## src/fefe_ram.sv

```systemverilog
// Generic single-clock RAM with one write port and one registered read port.
// The read data holds its value while no read is enabled. No dependencies.
module fefe_ram #(
  parameter int WIDTH = 8,
  parameter int DEPTH = 256,
  parameter int AW    = $clog2(DEPTH)
) (
  input  logic             clk,
  input  logic             we,
  input  logic [AW-1:0]    waddr,
  input  logic [WIDTH-1:0] wdata,
  input  logic             re,
  input  logic [AW-1:0]    raddr,
  output logic [WIDTH-1:0] rdata
);

  logic [WIDTH-1:0] mem [DEPTH];
  logic [WIDTH-1:0] rdata_r;

  always_ff @(posedge clk) begin
    if (we) begin
      mem[waddr] <= wdata;
    end
    if (re) begin
      rdata_r <= mem[raddr];
    end
  end

  assign rdata = rdata_r;

endmodule

```

## config.mk

```make
export PLATFORM = sky130hd
export DESIGN_NAME = fefe_ram
export DESIGN_NICKNAME = d
export VERILOG_FILES = /design/src/fefe_ram.sv
export SDC_FILE = /design/constraint.sdc
export NUM_CORES = 2
export LEC_CHECK = 0
export BUFFER_PORTS_ARGS = -buffer_cell sky130_fd_sc_hd__clkbuf_2
export CORE_UTILIZATION = 58
export CTS_CLUSTER_SIZE = 25
export DETAILED_ROUTE_END_ITERATION = 10
export GPL_ROUTABILITY_DRIVEN = 0
export PLACE_DENSITY = 0.71
export REMOVE_ABC_BUFFERS = 1
export SLEW_MARGIN = 20
export SYNTH_ARGS = -nofsm -noshare
export SYNTH_HDL_FRONTEND = slang
export SYNTH_SLANG_ARGS = --single-unit
```

## constraint.sdc

```tcl
create_clock -name clk -period 6.3 [get_ports clk]
set_input_delay 0.945 -clock clk [delete_from_list [all_inputs] [get_ports clk]]
set_output_delay 0.945 -clock clk [all_outputs]
set_load 0.005 [all_outputs]
```

# Word level (Yosys, flattened, before mapping)
# Memory sizes are Yosys's and may differ from the RTL's. A register that Yosys moved wholly into a read port is not among the register bits.
# Index checks and enable logic that the tools add are counted.
# totals
ram_bits,2048
output_inout_bits,8
input_bits,27
n_memories,1
reg_bits,0
# op_classes
mux,2
# memory_table
name,words,width,read_ports,rd_ports_with_merged_regs,wr,line_no,source
mem,256,8,1,1,1,17,logic [WIDTH-1:0] mem [DEPTH];
# ops
operator,count
two-way mux 1 bit,2

# Longest topological paths before layout
# depth
depth_word,2
depth_mapped,11
ltp_nobuf,6

# Worst setup path after synthesis
# No wires, ideal clock.
# synth_timing
path_kind,input-to-reg
start,in raddr[0]
end,"reg rdata_r[2] (netlist: rdata[2]), read port of mem, data pin"
arrival_ps,2752
t_required_ps,6031
cell_stages,9
path_slack_ps,3279
cell_sequence,buf_6 buf_12 buf_8 buf_2 mux4_2 a22oi_1 a21oi_1 nor4_1 nor4_2
# synth_lines
element,line_no,source
start: declaration,13,"input logic [AW-1:0] raddr,"
end: declaration,18,logic [WIDTH-1:0] rdata_r;

==> impl_metrics.json <==
{
  "max_stage_delay_ps": 1010,
  "wirelength_mm": 191,
  "area_growth_pct": 10.9,
  "synthCells": 3733,
  "final_nets": 3873,
  "hold_depth": 1,
  "grt_pass1_vias": 38600,
  "fin_cells": 5790,
  "ys_types": 54,
  "setup_violations": 0,
  "synth-main-ff-cell": "edfxtp_1",
  "setup_tns_ps": 0,
  "fin_crit_ps": 4030,
  "start_util": 0.586,
  "cp_cell_sequence": "buf_8 -> buf_12 -> buf_12 -> buf_12 -> buf_4 -> mux4_2 -> a22oi_1 -> a21oi_1 -> nor3_1 -> nor4_1",
  "cp.required_ps": 6830,
  "htree_levels": 4,
  "fp-row-count": 135,
  "post_cts_resized": 0,
  "end_kind": "register",
  "clockRootBuffer": "clkbuf_16",
  "track_usage": 0.283,
  "ir_worst_vdd_uv": 281,
  "antenna_found_initial": 8,
  "async_flop_share": 0,
  "cp.arrival_ps": 4560,
  "dp.cells": 5426,
  "ctsHoldBuffers": 0,
  "cts_setup_buffers": 0,
  "dpl.hpwl_mm": 116,
  "yosysSeqAreaShare": 0.775,
  "maxCapViolCount": 0,
  "synth_seq_cells": 2056,
  "multi_input_area_um2": 16600,
  "post-route-period-util": 0.640,
  "mostFrequentLayoutCell": "edfxtp_1",
  "clock_skew_ps": 21.3,
  "reg2regPathDepth": 7,
  "power_density_nw_per_um2": 319,
  "cts_made_buffers": 198,
  "cts_sinks": 2056,
  "rsz0062_at_grt": "no",
  "clkSlewWorstSetupHoldPaths_ps": 60,
  "core_area_um2": 136000,
  "io_buffers": 34,
  "synth_edf_count": 2056,
  "path_delay_family": "buffers and inverters",
  "fmax_ghz": 0.248,
  "synth_area_um2": 79600,
  "worst_slew_pin_slew_ps": 1380,
  "clockBufferDepth": 3,
  "min_path_type": "input pin to register",
  "chipHeight_um": 373,
  "syn_avg_cell_area_um2": 21.3,
  "drive_above_1_share": 0.227,
  "critPathSlowestCell": "nor3_1",
  "pin_count": 35,
  "crit_fanout": 42,
  "clock_latency_ps": 840,
  "grt_overflow": 0,
  "worst_slack_ps": 2270,
  "die_area_um2": 139000,
  "crit_top_cell": "buf_12",
  "drt-initial-drc-count": 5334,
  "drv_slew": 0,
  "hold_viol_final": 0,
  "final_cell_mix": "edfxtp_1, mux4_2, nor2_1",
  "cts_tree": "yes",
  "crit_type": "input pin to register",
  "nFillCells": 8714,
  "slew_headroom": 0.0767,
  "via_per_inst": 6.74,
  "ant_nets": 0,
  "drc": 0,
  "holdWs_ps": 537,
  "regArea_um2": 61700,
  "yosysWarnings": 0,
  "p_leak_nw": 27.2,
  "first_pass_iters": 6,
  "grt_pass1_wl_mm": 276,
  "path_buf_inv": 5,
  "crit_path_start_kind": "input pin",
  "vias": 39000,
  "worstSetupPathDepth": 10,
  "outcome": "completed",
  "grt_max_degree": 221,
  "dp_slack_ps": 1490,
  "die_x_um": 373,
  "wl_per_cell_um": 33.0
}
cell families after synthesis:
kind of cell	share of synthesized area
flip-flops	0.775
multiplexers	0.146
AND/OR/NAND/NOR	0.0263
AO/OA/AOI/OAI	0.0342
buffers and inverters	0.0183
cell usage after synthesis (27+ instances only):
cell type,instances,area (um^2)
edfxtp_1,2056,61700
a21oi_1,96,480
buf_4,27,203
nor2b_1,31,194
nand3_1,34,170
nor2_1,282,1060
buf_2,31,155
mux4_2,454,10200
o221ai_1,46,403
o22ai_1,28,175
mux2i_1,134,1340
a22oi_1,133,998
clkbuf_1,111,417
nand2_1,33,124
stage by stage:
stage | utilization | total power [mW] | area [um^2]
after floorplan | - | 15.9 | 78200
after global placement | 0.602 | 16.7 | 81800
after detailed placement | 0.603 | 16.7 | 81800
after CTS | 0.650 | 28.3 | 88200
after global routing | 0.650 | 28.9 | 88300
final | 0.650 | 28.2 | 88300
registers in the layout (all words and copies together) (netlist names):
register and count:
mem 2048, rdata 8
power by group:
part | internal [mW] | switching [mW]
sequential | 15.1 | 0.0219
clock | 6.70 | 5.05
combinational | 0.459 | 0.882
worst reg2reg max path, cell delays in order, from the launching register on:
cell and delay (ps):
edfxtp_1 380, mux4_2 490, mux4_2 520, nor2_1 120
a2111oi_0 100, buf_4 170, nor3_1 880, nor4_2 150
layer usage:
metal / GRT usage / wire, um / vias up
li1: - / - / 15900
met1: 0.405 / 74900 / 20600
met2: 0.438 / 91800 / 2125
met3: 0.0636 / 18900 / 311
met4: 0.0891 / 5600 / 8
met5: 0 / 40 / -
area by class of cell:
| class | instances | area share |
|---|---|---|
| Antenna cell | 6 | 0.000170 |
| Clock buffer | 246 | 0.0586 |
| Clock inverter | 111 | 0.0137 |
| Inverter | 2 | 0.0000850 |
| Multi-Input combinational cell | 1442 | 0.188 |
| Sequential cell | 2056 | 0.699 |
| Tap cell | 1781 | 0.0252 |
| Timing Repair Buffer | 146 | 0.0153 |
final timing paths:
path	startpoint	end	slack, ps
max	raddr[0]	rdata[5]	2270
min	wdata[3]	mem[69][3]	540
max reg2reg	mem[139][2]	rdata[2]	3200
min reg2reg	mem[53][5]	rdata[5]	1110
No activity file was read; power rests on OpenSTA's default activity.
