<file path="src/fefe_pkg.sv">
// Package for the fire effect frame engine: field widths, stream layout,
// op codes and the 37-entry ARGB heat palette.
// No dependencies.
package fefe_pkg;

  localparam int DEF_FRAME_WIDTH  = 256;
  localparam int DEF_FRAME_HEIGHT = 128;

  localparam int HEAT_W      = 6;
  localparam int COLOR_W     = 32;
  localparam int DRAW_W      = 3;
  localparam int PIX_ADDR_W  = 15;
  localparam int IN_TDATA_W  = 24;
  localparam int OUT_TDATA_W = 40;

  localparam logic [HEAT_W-1:0] MAX_HEAT = 6'd36;
  localparam logic [DRAW_W-1:0] DRAW_MAX = 3'd5;

  localparam logic OP_SPREAD = 1'b0;
  localparam logic OP_READ   = 1'b1;

  typedef logic [HEAT_W-1:0]  heat_t;
  typedef logic [COLOR_W-1:0] color_t;

  function automatic color_t heat_color(input heat_t heat);
    color_t c;
    case (heat)
      6'd0:    c = 32'hFF000000;
      6'd1:    c = 32'hFF070707;
      6'd2:    c = 32'hFF1F0707;
      6'd3:    c = 32'hFF2F0F07;
      6'd4:    c = 32'hFF470F07;
      6'd5:    c = 32'hFF571707;
      6'd6:    c = 32'hFF671F07;
      6'd7:    c = 32'hFF771F07;
      6'd8:    c = 32'hFF8F2707;
      6'd9:    c = 32'hFF9F2F07;
      6'd10:   c = 32'hFFAF3F07;
      6'd11:   c = 32'hFFBF4707;
      6'd12:   c = 32'hFFC74707;
      6'd13:   c = 32'hFFDF4F07;
      6'd14:   c = 32'hFFDF5707;
      6'd15:   c = 32'hFFDF5707;
      6'd16:   c = 32'hFFD75F07;
      6'd17:   c = 32'hFFD7670F;
      6'd18:   c = 32'hFFCF6F0F;
      6'd19:   c = 32'hFFCF770F;
      6'd20:   c = 32'hFFCF7F0F;
      6'd21:   c = 32'hFFCF8717;
      6'd22:   c = 32'hFFC78717;
      6'd23:   c = 32'hFFC78F17;
      6'd24:   c = 32'hFFC7971F;
      6'd25:   c = 32'hFFBF9F1F;
      6'd26:   c = 32'hFFBF9F1F;
      6'd27:   c = 32'hFFBFA727;
      6'd28:   c = 32'hFFBFA727;
      6'd29:   c = 32'hFFBFAF2F;
      6'd30:   c = 32'hFFB7AF2F;
      6'd31:   c = 32'hFFB7B72F;
      6'd32:   c = 32'hFFB7B737;
      6'd33:   c = 32'hFFCFCF6F;
      6'd34:   c = 32'hFFDFDF9F;
      6'd35:   c = 32'hFFEFEFC7;
      6'd36:   c = 32'hFFFFFFFF;
      default: c = 32'h00000000;
    endcase
    return c;
  endfunction

endpackage

</file>
<file path="src/fefe_clear.sv">
// Post-reset sweep that writes the initial frame: zero everywhere and full
// heat along the bottom row. Depends on fefe_pkg.
module fefe_clear
  import fefe_pkg::*;
#(
  parameter int FRAME_WIDTH  = DEF_FRAME_WIDTH,
  parameter int FRAME_HEIGHT = DEF_FRAME_HEIGHT,
  parameter int AW           = $clog2(FRAME_WIDTH * FRAME_HEIGHT)
) (
  input  logic          clk,
  input  logic          rst_n,
  output logic          busy,
  output logic [AW-1:0] wr_addr,
  output heat_t         wr_data
);

  localparam int PIXELS = FRAME_WIDTH * FRAME_HEIGHT;
  localparam int BASE   = (FRAME_HEIGHT - 1) * FRAME_WIDTH;

  logic          busy_r, busy_nxt;
  logic [AW-1:0] addr_r, addr_nxt;

  always_comb begin
    busy_nxt = busy_r;
    addr_nxt = addr_r;
    if (busy_r) begin
      addr_nxt = addr_r + AW'(1);
      if (addr_r == AW'(PIXELS - 1)) begin
        busy_nxt = 1'b0;
      end
    end
  end

  always_ff @(posedge clk) begin
    if (!rst_n) begin
      busy_r <= 1'b1;
      addr_r <= '0;
    end else begin
      busy_r <= busy_nxt;
      addr_r <= addr_nxt;
    end
  end

  assign busy    = busy_r;
  assign wr_addr = addr_r;
  assign wr_data = (addr_r >= AW'(BASE)) ? MAX_HEAT : '0;

endmodule

</file>
<file path="config.mk">
export PLATFORM = sky130hd
export DESIGN_NAME = fefe_clear
export DESIGN_NICKNAME = d
export VERILOG_FILES = /design/src/fefe_pkg.sv /design/src/fefe_clear.sv
export SDC_FILE = /design/constraint.sdc
export NUM_CORES = 1
export LEC_CHECK = 0
export BUFFER_PORTS_ARGS = -buffer_cell sky130_fd_sc_hd__buf_4
export CAP_MARGIN = 20
export CORE_UTILIZATION = 40
export CTS_CLUSTER_SIZE = 25
export DETAILED_ROUTE_END_ITERATION = 10
export PLACE_DENSITY_LB_ADDON = 0.15
export SLEW_MARGIN = 0
export SYNTH_ARGS = -nofsm -noshare
export SYNTH_HDL_FRONTEND = slang
export SYNTH_SLANG_ARGS = --single-unit
</file>
<file path="constraint.sdc">
create_clock -name clk -period 1.5 [get_ports clk]
set_input_delay 0.225 -clock clk [delete_from_list [all_inputs] [get_ports clk]]
set_output_delay 0.225 -clock clk [all_outputs]
set_load 0.02 [all_outputs]
</file>
Word-level counts from Yosys, hierarchy flattened
Cells that the tools add are included.
{"block": "totals", "mem_bits_rw": 0, "output_inout_bits": 22, "wordCells": 8, "inputBits": 2, "latchBits": 0, "regBits": 16, "memories": 0, "rom_bits": 0}
{"block": "classes", "reduce_logical": 0, "eq_ne": 1, "shifts": 0, "mul": 0, "muxes": 3, "magnitude_cmp": 1, "n_addsub": 1, "n_div": 0, "bitwise_logic": 0}
{"operator": "$add 15x1->15 const B", "n": 1}
{"operator": "$eq 15x15->1 const B", "n": 1}
{"operator": "$ge 15x15->1 const B", "n": 1}
{"operator": "$mux 6", "n": 1}
{"operator": "$mux 1", "n": 2}

Longest topological paths before layout
{"block": "logic_depth", "word_depth": 3, "depth_mapped": 4}

Worst setup path before layout
No wires, ideal clock.
{"block": "synth_path", "path_type": "register -> register", "startpoint": "register addr_r[0] (netlist: wr_addr[0])", "endpoint": "register addr_r[8] (netlist: wr_addr[8])", "stages_incl_launch_ff": 5, "n_path_buf": 0, "setup_slack_ns": -0.112, "period_less_slack_ns": 1.612, "t_arrival_ns": 1.542, "required_ns": 1.429, "setup_ns": 0.071, "cell_sequence": "dfxtp_1 ha_1 nand3_2 or4_1 a21oi_1"}
{"block": "synth_via", "elab_chain_len": 1}
{"element": "from (decl)", "line": "fefe_clear.sv:21", "rtl": "logic [AW-1:0] addr_r, addr_nxt;"}
{"element": "from (signal assigned)", "line": "fefe_clear.sv:40", "rtl": "addr_r <= addr_nxt;"}
{"element": "$add 15x1->15", "line": "fefe_clear.sv:27", "rtl": "addr_nxt = addr_r + AW'(1);"}
No other way between the ends.
A chain may end at the register's enable or synchronous reset.

Worst setup path in the final report
Same ends and word-level chain as after synthesis.

==> key figures <==
Status
  • Status: complete, no violations

Floorplan
  • DIE WIDTH: 46.85 µm
  • Die Ht: 46.85 µm
  • CORE AREA: ~1800 µm²
  • Starting density of the core: 44.65%
  • FP Rows: 15
  • Die footprint: 2194 µm²
  • Ports: 24

Placed design
  • Port bufs: 19
  • Placement Cell Area: between 1000 and 1500 µm²
  • GPL Wtd Cong: 0.7309
  • HPWL after DPL: 1268 µm

Synthesis
  • Syn avg cell area: approximately 8.6 µm²
  • Simple-Gate Fraction of Synth Area: 27.06%
  • Syn Inst Count: 94
  • Adder-cell share of the synthesized area: 3.110%
  • Proportion of synthesized area in mux cells: 6.221%
  • Synth Warn #: 0
  • Synth Register Bits: 16
  • Synth cell types: 25
  • Post-Synth XOR/XNOR Area: 4.355%
  • Mapped Area: slightly above 800 µm²
  • Post-synthesis compound-gate area fraction: 9.798%
  • Seq/Total Area, Yosys: 39.81%
  • Largest family of logic cells by synthesized area: simple AND/OR/NAND/NOR gates

GRT
  • Vias in the first global route: 674
  • Antenna violations before repair: 0
  • First-pass GRT wire length: 3042 µm
  • Tot GR Track Use: 20.08%
  • Largest net degree at the start of global routing: 16
  • GR Overflow Total: 0

Min path
  • Worst hold path class: input port to flop

STA
  • Final Max Slew Viols: 0
  • Achievable Freq: slightly below 700 MHz
  • Crit share post-route: 99.14%
  • Final Skew: ~0.0026 ns
  • Final count of negative-setup-slack endpoints: 0
  • RSZ-0062 raised after global routing: yes
  • Hold Fails Final Rpt: 0
  • Final min period: roughly 1.5 ns

Finish
  • FF+latch area: 326.6 µm²
  • Final net count: 129
  • Cell area after layout: 1090 µm²
  • FILL cells: 176
  • Share of cells above drive strength 1: 36.29%
  • Syn-to-layout area delta: 35.46%
  • Multi-input logic area: 436.7 µm²
  • Ant. Diodes: 0

Clock network
  • Clk sink count: 16
  • Clk Tree Root Cell: clkbuf_4
  • Clk slew on worst S/H paths: 0.10 ns
  • CTS tree: yes
  • Clock Path Buffers: 2
  • Worst skew pair latency: 0.30 ns
  • CTS H-tree lvls: 1
  • CTS Buf Count: 3

Pwr
  • Power Density: 744.6 nW/µm²
  • Power Total: 0.8115 mW
  • Pleak: 0.4519 nW
  • Max IR drop VDD: about 0.46 mV

Detailed routing
  • DRT Pass-1 Iters: 4
  • Vias per cell: between 5 and 6
  • Per-cell routed wire length: roughly 12 µm
  • DRT Wirelength: 1830 µm
  • Post-route ant nets: 0
  • # DRC: 0
  • Via count: 772
  • DR iter-0 viols: 9

Flow run
  • Max Cap Viol: 0

Setup path
  • Crit path DAT: 1.72 ns
  • Element type at the critical path start: flop
  • Crit end category: flop
  • Critical Path RT: about 1.7 ns
  • WS Path Type: flop to flop
  • Max FO, Critical Path: 8
registers in the layout, summed over array words and instances, names as in the netlist:
register,flops
busy,1
wr_addr,15
cell usage after synthesis (all sizes together):
cell	instances	share of area (%)
or4	4	3.7
xnor2	1	1.1
ha	2	3.1
dfxtp	16	40
o21ai	2	1.2
mux2i	5	6.2
nand2	9	4.2
nand2b	4	3.1
nor2	6	2.8
o41ai	1	1.1
a21oi	6	3.7
nand3	5	3.7
conb	1	0.47
nor4	4	3.1
clkbuf	2	0.93
o31ai	4	3.7
xor2	3	3.3
inv	5	2.3
nand4	5	4.7
or3	2	1.7
buf	7	5.9
placed cells by master (no fill, tap or decap):
| cell | n |
|---|---|
| nand3_2 | 1 |
| nand2b_1 | 4 |
| or4_1 | 4 |
| dfxtp_4 | 1 |
| clkbuf_4 | 3 |
| or3_1 | 1 |
| xnor2_1 | 1 |
| a21oi_1 | 6 |
| dfxtp_1 | 13 |
| nand2_1 | 9 |
| o21ai_0 | 2 |
| nor2_1 | 5 |
| clkbuf_8 | 1 |
| mux2i_1 | 5 |
| nand4_2 | 1 |
| xor2_1 | 3 |
| nor2_2 | 1 |
| o31ai_1 | 4 |
| nor4_1 | 2 |
| ha_1 | 2 |
| nand4_1 | 4 |
| buf_4 | 32 |
| dfxtp_2 | 2 |
| nor4_2 | 2 |
| inv_1 | 5 |
| nand3_1 | 4 |
| conb_1 | 4 |
| o41ai_1 | 1 |
| or3_2 | 1 |
through the flow:
stage / TNS [ns] / util [%] / setup slack, ns / hold WS (ns) / std cells
2_1_floorplan: 0 / - / 0.003652 / 0.4928 / 97
3_3_place_gp: 0 / 56.60 / 0.09595 / 0.4631 / 143
3_5_place_dp: 0 / 56.60 / 0.04893 / 0.4656 / 143
4_1_cts: 0 / 58.61 / 0.01146 / 0.1530 / 147
5_1_grt: -0.1020 / 60.49 / -0.04551 / 0.1570 / 149
6_report: 0 / 60.49 / 0.01283 / 0.1611 / 149
final timing paths:
path                from     endpoint  slack (ns)  cells past startpoint
max           wr_addr[0]   wr_addr[8]        0.01                      4
min                rst_n         busy        0.16                      2
max reg2reg   wr_addr[0]   wr_addr[8]        0.01                      4
min reg2reg  wr_addr[12]  wr_addr[12]        0.48                      2
area by class of cell:
| type | count | share of cell area [%] |
|---|---|---|
| repair buffers | 32 | 22.04 |
| well taps | 25 | 2.870 |
| flip-flops and latches | 16 | 29.97 |
| multi-input cells | 67 | 40.07 |
| inverters | 5 | 1.722 |
| clock buffers | 4 | 3.329 |
critical path, cell delays in order (launching register included):
cell     delay (ns)
dfxtp_4        0.39
ha_1           0.18
nand3_2        0.16
or4_1          0.53
a21oi_1        0.16
power by group:
| part | switching, mW | internal (mW) | leakage (nW) |
|---|---|---|---|
| logic | 0.0431 | 0.0264 | 0.300 |
| clock network | 0.153 | 0.148 | 0.0210 |
| registers | 0.00924 | 0.432 | 0.131 |
routing by layer:
metal  GRT usage [%]  vias to the layer above  share of wire (%)
met4           10.29                        0                2.6
met1           26.35                      356                 45
li1                -                      386                  -
met3           4.615                        5                5.0
met5               0                        -                  0
met2           30.83                       25                 47
logic make-up (layout without fill, tap and decap cells):
| kind of cell | Yosys count | in the layout |
|---|---|---|
| other | 1 | 4 |
| AOI/OAI and AO/OA | 13 | 13 |
| adders and majority gates | 2 | 2 |
| buffers and inverters | 14 | 41 |
| and+or+nand+nor | 39 | 39 |
| DFF | 16 | 16 |
| muxes | 5 | 5 |
| xor gates and xnor gates | 4 | 4 |
timing repair:
item / in CTS / in global routing
setup buffers: 0 / 2
gates resized for setup: 0 / 5
hold buffers: 0 / 0
endpoints found under the setup margin: 0 / 8
(Power assumes the default switching activity.)
