--- src/fefe_pkg.sv ---
// Package for the fire effect frame engine: field widths, stream layout,
// op codes and the 37-entry ARGB heat palette.
// No dependencies.
package fefe_pkg;

  localparam int DEF_FRAME_WIDTH  = 256;
  localparam int DEF_FRAME_HEIGHT = 128;

  localparam int HEAT_W      = 6;
  localparam int COLOR_W     = 32;
  localparam int DRAW_W      = 3;
  localparam int PIX_ADDR_W  = 15;
  localparam int IN_TDATA_W  = 24;
  localparam int OUT_TDATA_W = 40;

  localparam logic [HEAT_W-1:0] MAX_HEAT = 6'd36;
  localparam logic [DRAW_W-1:0] DRAW_MAX = 3'd5;

  localparam logic OP_SPREAD = 1'b0;
  localparam logic OP_READ   = 1'b1;

  typedef logic [HEAT_W-1:0]  heat_t;
  typedef logic [COLOR_W-1:0] color_t;

  function automatic color_t heat_color(input heat_t heat);
    color_t c;
    case (heat)
      6'd0:    c = 32'hFF000000;
      6'd1:    c = 32'hFF070707;
      6'd2:    c = 32'hFF1F0707;
      6'd3:    c = 32'hFF2F0F07;
      6'd4:    c = 32'hFF470F07;
      6'd5:    c = 32'hFF571707;
      6'd6:    c = 32'hFF671F07;
      6'd7:    c = 32'hFF771F07;
      6'd8:    c = 32'hFF8F2707;
      6'd9:    c = 32'hFF9F2F07;
      6'd10:   c = 32'hFFAF3F07;
      6'd11:   c = 32'hFFBF4707;
      6'd12:   c = 32'hFFC74707;
      6'd13:   c = 32'hFFDF4F07;
      6'd14:   c = 32'hFFDF5707;
      6'd15:   c = 32'hFFDF5707;
      6'd16:   c = 32'hFFD75F07;
      6'd17:   c = 32'hFFD7670F;
      6'd18:   c = 32'hFFCF6F0F;
      6'd19:   c = 32'hFFCF770F;
      6'd20:   c = 32'hFFCF7F0F;
      6'd21:   c = 32'hFFCF8717;
      6'd22:   c = 32'hFFC78717;
      6'd23:   c = 32'hFFC78F17;
      6'd24:   c = 32'hFFC7971F;
      6'd25:   c = 32'hFFBF9F1F;
      6'd26:   c = 32'hFFBF9F1F;
      6'd27:   c = 32'hFFBFA727;
      6'd28:   c = 32'hFFBFA727;
      6'd29:   c = 32'hFFBFAF2F;
      6'd30:   c = 32'hFFB7AF2F;
      6'd31:   c = 32'hFFB7B72F;
      6'd32:   c = 32'hFFB7B737;
      6'd33:   c = 32'hFFCFCF6F;
      6'd34:   c = 32'hFFDFDF9F;
      6'd35:   c = 32'hFFEFEFC7;
      6'd36:   c = 32'hFFFFFFFF;
      default: c = 32'h00000000;
    endcase
    return c;
  endfunction

endpackage

--- src/fefe_scan.sv ---
// Scan position of the spread walk: columns left to right, source rows from
// the bottom up to row 1, kept as a running linear address. Depends on fefe_pkg.
module fefe_scan
  import fefe_pkg::*;
#(
  parameter int FRAME_WIDTH  = DEF_FRAME_WIDTH,
  parameter int FRAME_HEIGHT = DEF_FRAME_HEIGHT,
  parameter int AW           = $clog2(FRAME_WIDTH * FRAME_HEIGHT)
) (
  input  logic          clk,
  input  logic          rst_n,
  input  logic          advance,
  output logic [AW-1:0] src_addr,
  output logic          frame_end
);

  localparam int BASE = (FRAME_HEIGHT - 1) * FRAME_WIDTH;
  localparam int CW   = (FRAME_WIDTH > 1) ? $clog2(FRAME_WIDTH) : 1;
  localparam int RW   = (FRAME_HEIGHT > 1) ? $clog2(FRAME_HEIGHT) : 1;

  logic [CW-1:0] col_r, col_nxt;
  logic [RW-1:0] row_r, row_nxt;
  logic [AW-1:0] src_r, src_nxt;
  logic          row_top, col_last;

  assign row_top  = (row_r == RW'(1));
  assign col_last = (col_r == CW'(FRAME_WIDTH - 1));

  always_comb begin
    col_nxt = col_r;
    row_nxt = row_r;
    src_nxt = src_r;
    if (advance) begin
      if (row_top) begin
        row_nxt = RW'(FRAME_HEIGHT - 1);
        if (col_last) begin
          col_nxt = '0;
          src_nxt = AW'(BASE);
        end else begin
          col_nxt = col_r + CW'(1);
          src_nxt = AW'(BASE) + AW'(col_r) + AW'(1);
        end
      end else begin
        row_nxt = row_r - RW'(1);
        src_nxt = src_r - AW'(FRAME_WIDTH);
      end
    end
  end

  always_ff @(posedge clk) begin
    if (!rst_n) begin
      col_r <= '0;
      row_r <= RW'(FRAME_HEIGHT - 1);
      src_r <= AW'(BASE);
    end else begin
      col_r <= col_nxt;
      row_r <= row_nxt;
      src_r <= src_nxt;
    end
  end

  assign src_addr  = src_r;
  assign frame_end = row_top & col_last;

endmodule

--- config.mk ---
export PLATFORM = sky130hd
export DESIGN_NAME = fefe_scan
export DESIGN_NICKNAME = d
export VERILOG_FILES = /design/src/fefe_pkg.sv /design/src/fefe_scan.sv
export SDC_FILE = /design/constraint.sdc
export NUM_CORES = 1
export LEC_CHECK = 0
export ABC_AREA = 1
export BUFFER_PORTS_ARGS = -buffer_cell sky130_fd_sc_hd__buf_2
export CAP_MARGIN = 20
export CORE_UTILIZATION = 40
export DETAILED_ROUTE_END_ITERATION = 16
export SLEW_MARGIN = 25
export SYNTH_ARGS = -nofsm -noshare
export SYNTH_HDL_FRONTEND = slang
export SYNTH_SLANG_ARGS = --single-unit
--- constraint.sdc ---
create_clock -name clk -period 3.3 [get_ports clk]
set_input_delay 0.495 -clock clk [delete_from_list [all_inputs] [get_ports clk]]
set_output_delay 0.495 -clock clk [all_outputs]
set_load 0.1 [all_outputs]
# Word-level counts from Yosys, hierarchy flattened
# Cells that the tools add are included.
dict set report op_classes {
  addsub 5
  n_eq_ne 2
  mux 4
  bitwise 1
  n_reduce_logical 1
}
# operator count
set ops {}
lappend ops {{15-bit two-way mux} 2}
lappend ops {{15-bit by 9-bit subtractor with 15-bit output (second input constant)} 1}
lappend ops {{10-bit by 2-bit adder with 11-bit output (second input constant)} 1}
lappend ops {{9-bit by 9-bit adder with 10-bit output (first input constant)} 1}
lappend ops {{8-bit by 1-bit adder with 8-bit output (second input constant)} 1}
lappend ops {{8-bit == test (second input constant)} 1}
lappend ops {{8-bit two-way mux} 1}
lappend ops {{7-bit by 1-bit == test with 1-bit output (second input constant)} 1}
lappend ops {{7-bit two-way mux} 1}
lappend ops {{7-bit by 1-bit subtractor with 7-bit output (second input constant)} 1}
lappend ops {{2-bit AND reduction} 1}
lappend ops {{1-bit bitwise AND} 1}
dict set report word_totals {
  reg_bits 30
  out_inout_bits 16
}

# Longest topological paths before layout
dict set report logic_depth {
  word_depth 4
  ltp_mapped 8
  depth_no_buf 8
}

# Worst setup path before layout
# No wires, ideal clock.
dict set report synth_timing {
  kind {register -> output}
  from {reg col_r[0]}
  to {out frame_end}
  t_arrival_ns 2.056
  required_ns 2.805
  path_slack_ns 0.749
  path_stages_with_launch 6
  n_path_buf 0
  path_cell_list {dfxtp_1 > ha_1 > nand3_1 > inv_1 > nand2_1 > nor2_1}
}
dict set report synth_between {
  elab_chain_len 2
}
# item line
set synth_rtl {}
lappend synth_rtl {{start: declaration} fefe_scan.sv:21} ;# logic [CW-1:0] col_r, col_nxt;
lappend synth_rtl {{start signal: assignment} fefe_scan.sv:56} ;# col_r <= col_nxt;
lappend synth_rtl {{8-bit == test} fefe_scan.sv:27} ;# assign col_last = (col_r == CW'(FRAME_WIDTH - 1));
lappend synth_rtl {{1-bit bitwise AND} fefe_scan.sv:63} ;# assign frame_end = row_top & col_last;
lappend synth_rtl {{end: declaration} fefe_scan.sv:14} ;# output logic frame_end
# Every way passes these cells.

# Worst setup path after layout
dict set report layout_timing {
  from {reg col_r[1]}
  to {out frame_end}
}
# Same word-level chain as after synthesis.

==> out/metrics.yaml <==
synthTopCellsByCount: "71 x nand2_1, 30 x dfxtp_1, 24 x nor2_1"
slew_viol_final: 0
initial_core_util_pct: 43.53
cts_sinks: 30
portBuffers: 18
synth.top_cell.area_share_pct: 43.76
endpoint_kind: "output port"
syn_nets: 203
yosysTopAreaCell: "dfxtp_1"
ys_seq_area_share_pct: 43.76
grt_pass1_vias: 1089
area_growth_pct: 11.85
setup_violations: 0
yosys_warnings: 0
crit_chain: "ha_1 -> nand3_1 -> inv_1 -> nand2_1 -> nor2_1 -> buf_2"
max_stage_delay_ns: 0.43
required_ns: 2.80
netlist_area_sq_um: 1373
io_pins: 19
tritoncts: "built"
h-tree-depth: 2
first_pass_iters: 4
setup_tns_ns: 0
postSynth.asyncResetShare_pct: 0
clock_latency_ns: 0.33
highest_layer: "met4"
slowest_stage: "buf_2"
fin_worst_skew_ns: 0.008754
synth_edf_count: 0
met2_length_um: 1236
drc: 0
intPower_uw: 457.1
dp_cells: 255
synth_seq_cells: 30
ant_nets: 0
cts_root_buffer: "clkbuf_4"
place_hpwl_um: 1902
coreArea_sq_um: 3153
wl_per_cell_um: 9.973
p_switching_uw: 157.9
maxCapViolCount: 0
max_freq_mhz: 443.7
clk_pin_slew_worst_paths_ns: 0.08
synth_ff_type: "dfxtp_1"
powerDensity_nw_per_um2: 400.6
cts_hold_buf: 0
layout-drive-gt1-share_pct: 13.30
wl_met3_um: 115
antennaDiodeCount: 0
synth_most_common_cell: "nand2_1"
clock_path_buffers: 2
start_kind: "register"
vdd.ir_drop.worst_uv: 221.4
ys_types: 19
die_x_um: 60.58
power_leakage_nw: 0.7985
overflow: 0
status: "complete, no violations"
dieArea_sq_um: 3670
synth_area_leaders: "dfxtp_1 44%, nand2_1 19%, nand3_1 6.6%"
worst_slew_pin_slew_ns: 0.4865
slew-limit-headroom_pct: 67.79
cts_resized: 0
p_clk_share_pct: 32.1
fp.dieH_um: 60.58
path_class: "reg2out"
m1WireLength_um: 1192
path_delay_family: "buffers and inverters"
final_util_pct: 48.69
wl_um: 2613
fin_nets: 225
hold_violations: 0
hold_path_class: "reg2reg"
grt_antenna_before_repair: 0
crit_fanout: 4
rows: 20
arrival_ns: 1.76
drt_iter0_markers: 68
grt_pass1_wl_um: 4540
syn_avg_cell_area_sq_um: 7.003
timing.final.crit_share_pct: 68.29
routabilityCongestion: 0.7612
vias_per_cell: 4.733
switching_share_pct: 25.67
cts_buffers: 5
cts_setup_buffers: 0
grt_util_all_layers_pct: 17.05
grt_setup_unrepaired: "false"
grt_max_degree: 21
seqPwrFrac_pct: 60.2
path_buf_inv: 2
netlist_instances: 196
stdcell_count: 262
final.min_clock_period_ns: 2.254
via_count: 1240
pwr-share-comb_pct: 7.7
[power by group through the flow]
stage	Combinational (mW)	Sequential (mW)	Clock [mW]
5_1_grt	0.0522	0.371	0.223
3_5_place_dp	0.0477	0.379	0
4_1_cts	0.0478	0.370	0.211
3_3_place_gp	0.0471	0.378	0
2_1_floorplan	0.0241	0.395	0
6_report	0.0475	0.370	0.197
[registers in the layout, indices dropped and copies added (netlist names)]
| register | count |
|---|---|
| row_r | 7 |
| src_addr | 15 |
| col_r | 8 |
[layer usage]
layer,vias to the layer above,GRT usage [%]
met4,0,10.71
met3,9,4.478
li1,655,-
met1,553,19.95
met2,23,27.79
met5,-,0
[cells in the final DEF (no fill, tap or decap)]
cell type,count
o211ai_1,1
clkbuf_4,5
nand3_2,1
nand3_1,18
buf_2,18
inv_1,22
buf_4,1
nor2_1,24
dfxtp_1,30
clkbuf_1,2
nand4_1,6
o21ai_0,6
nand2_1,71
and2_1,1
a21oi_1,1
nor2_2,2
ha_1,4
nor2_4,2
xnor2_1,2
xor2_1,1
[worst paths after layout]
| kind | cells after the start | endpoint | slack (ns) | from |
|---|---|---|---|---|
| worst max-delay path | 6 | frame_end | 1.05 | col_r[1]$_SDFFE_PN0P_ |
| worst min-delay path | 2 | src_addr[2]$_SDFFE_PN0P_ | 0.45 | src_addr[2]$_SDFFE_PN0P_ |
| worst max register to register | 7 | src_addr[11]$_SDFFE_PN1P_ | 1.63 | row_r[1]$_SDFFE_PN1P_ |
| worst min register to register | 2 | src_addr[2]$_SDFFE_PN0P_ | 0.45 | src_addr[2]$_SDFFE_PN0P_ |
[layout make-up]
| cell class | instances | area (sq um) |
|---|---|---|
| Clock buffer | 7 | 45.04 |
| Fill cell | 356 | 1618 |
| Inverter | 22 | 82.58 |
| Multi-Input combinational cell | 140 | 654.4 |
| Sequential cell | 30 | 600.6 |
| Tap cell | 44 | 55.05 |
| Timing Repair Buffer | 19 | 97.59 |
[logic make-up after synthesis]
logic type      share of synthesized area, %
fa+ha+maj                              3.646
xor+xnor                               1.915
buf+inv                                8.569
simple gates                           39.02
compound gates                         3.099
flops                                  43.76
[per-stage QoR]
step | hold slack, ns | setup WS, ns | power [mW] | cell area (sq um)
4_1_cts | 0.4539 | 1.009 | 0.6291 | 1535
2_1_floorplan | 0.4561 | 0.7494 | 0.4195 | 1373
6_report | 0.4487 | 1.046 | 0.6149 | 1535
3_5_place_dp | 0.4335 | 1.398 | 0.4264 | 1490
3_3_place_gp | 0.4324 | 1.414 | 0.4254 | 1490
5_1_grt | 0.4729 | 0.9053 | 0.6467 | 1535
[tightest hold or removal path, delay by kind of cell, from the launching register on]
kind	cells	cell delay [ns]
flip-flops	1	0.32
AND/OR/NAND/NOR	2	0.10
(Power assumes the default switching activity.)
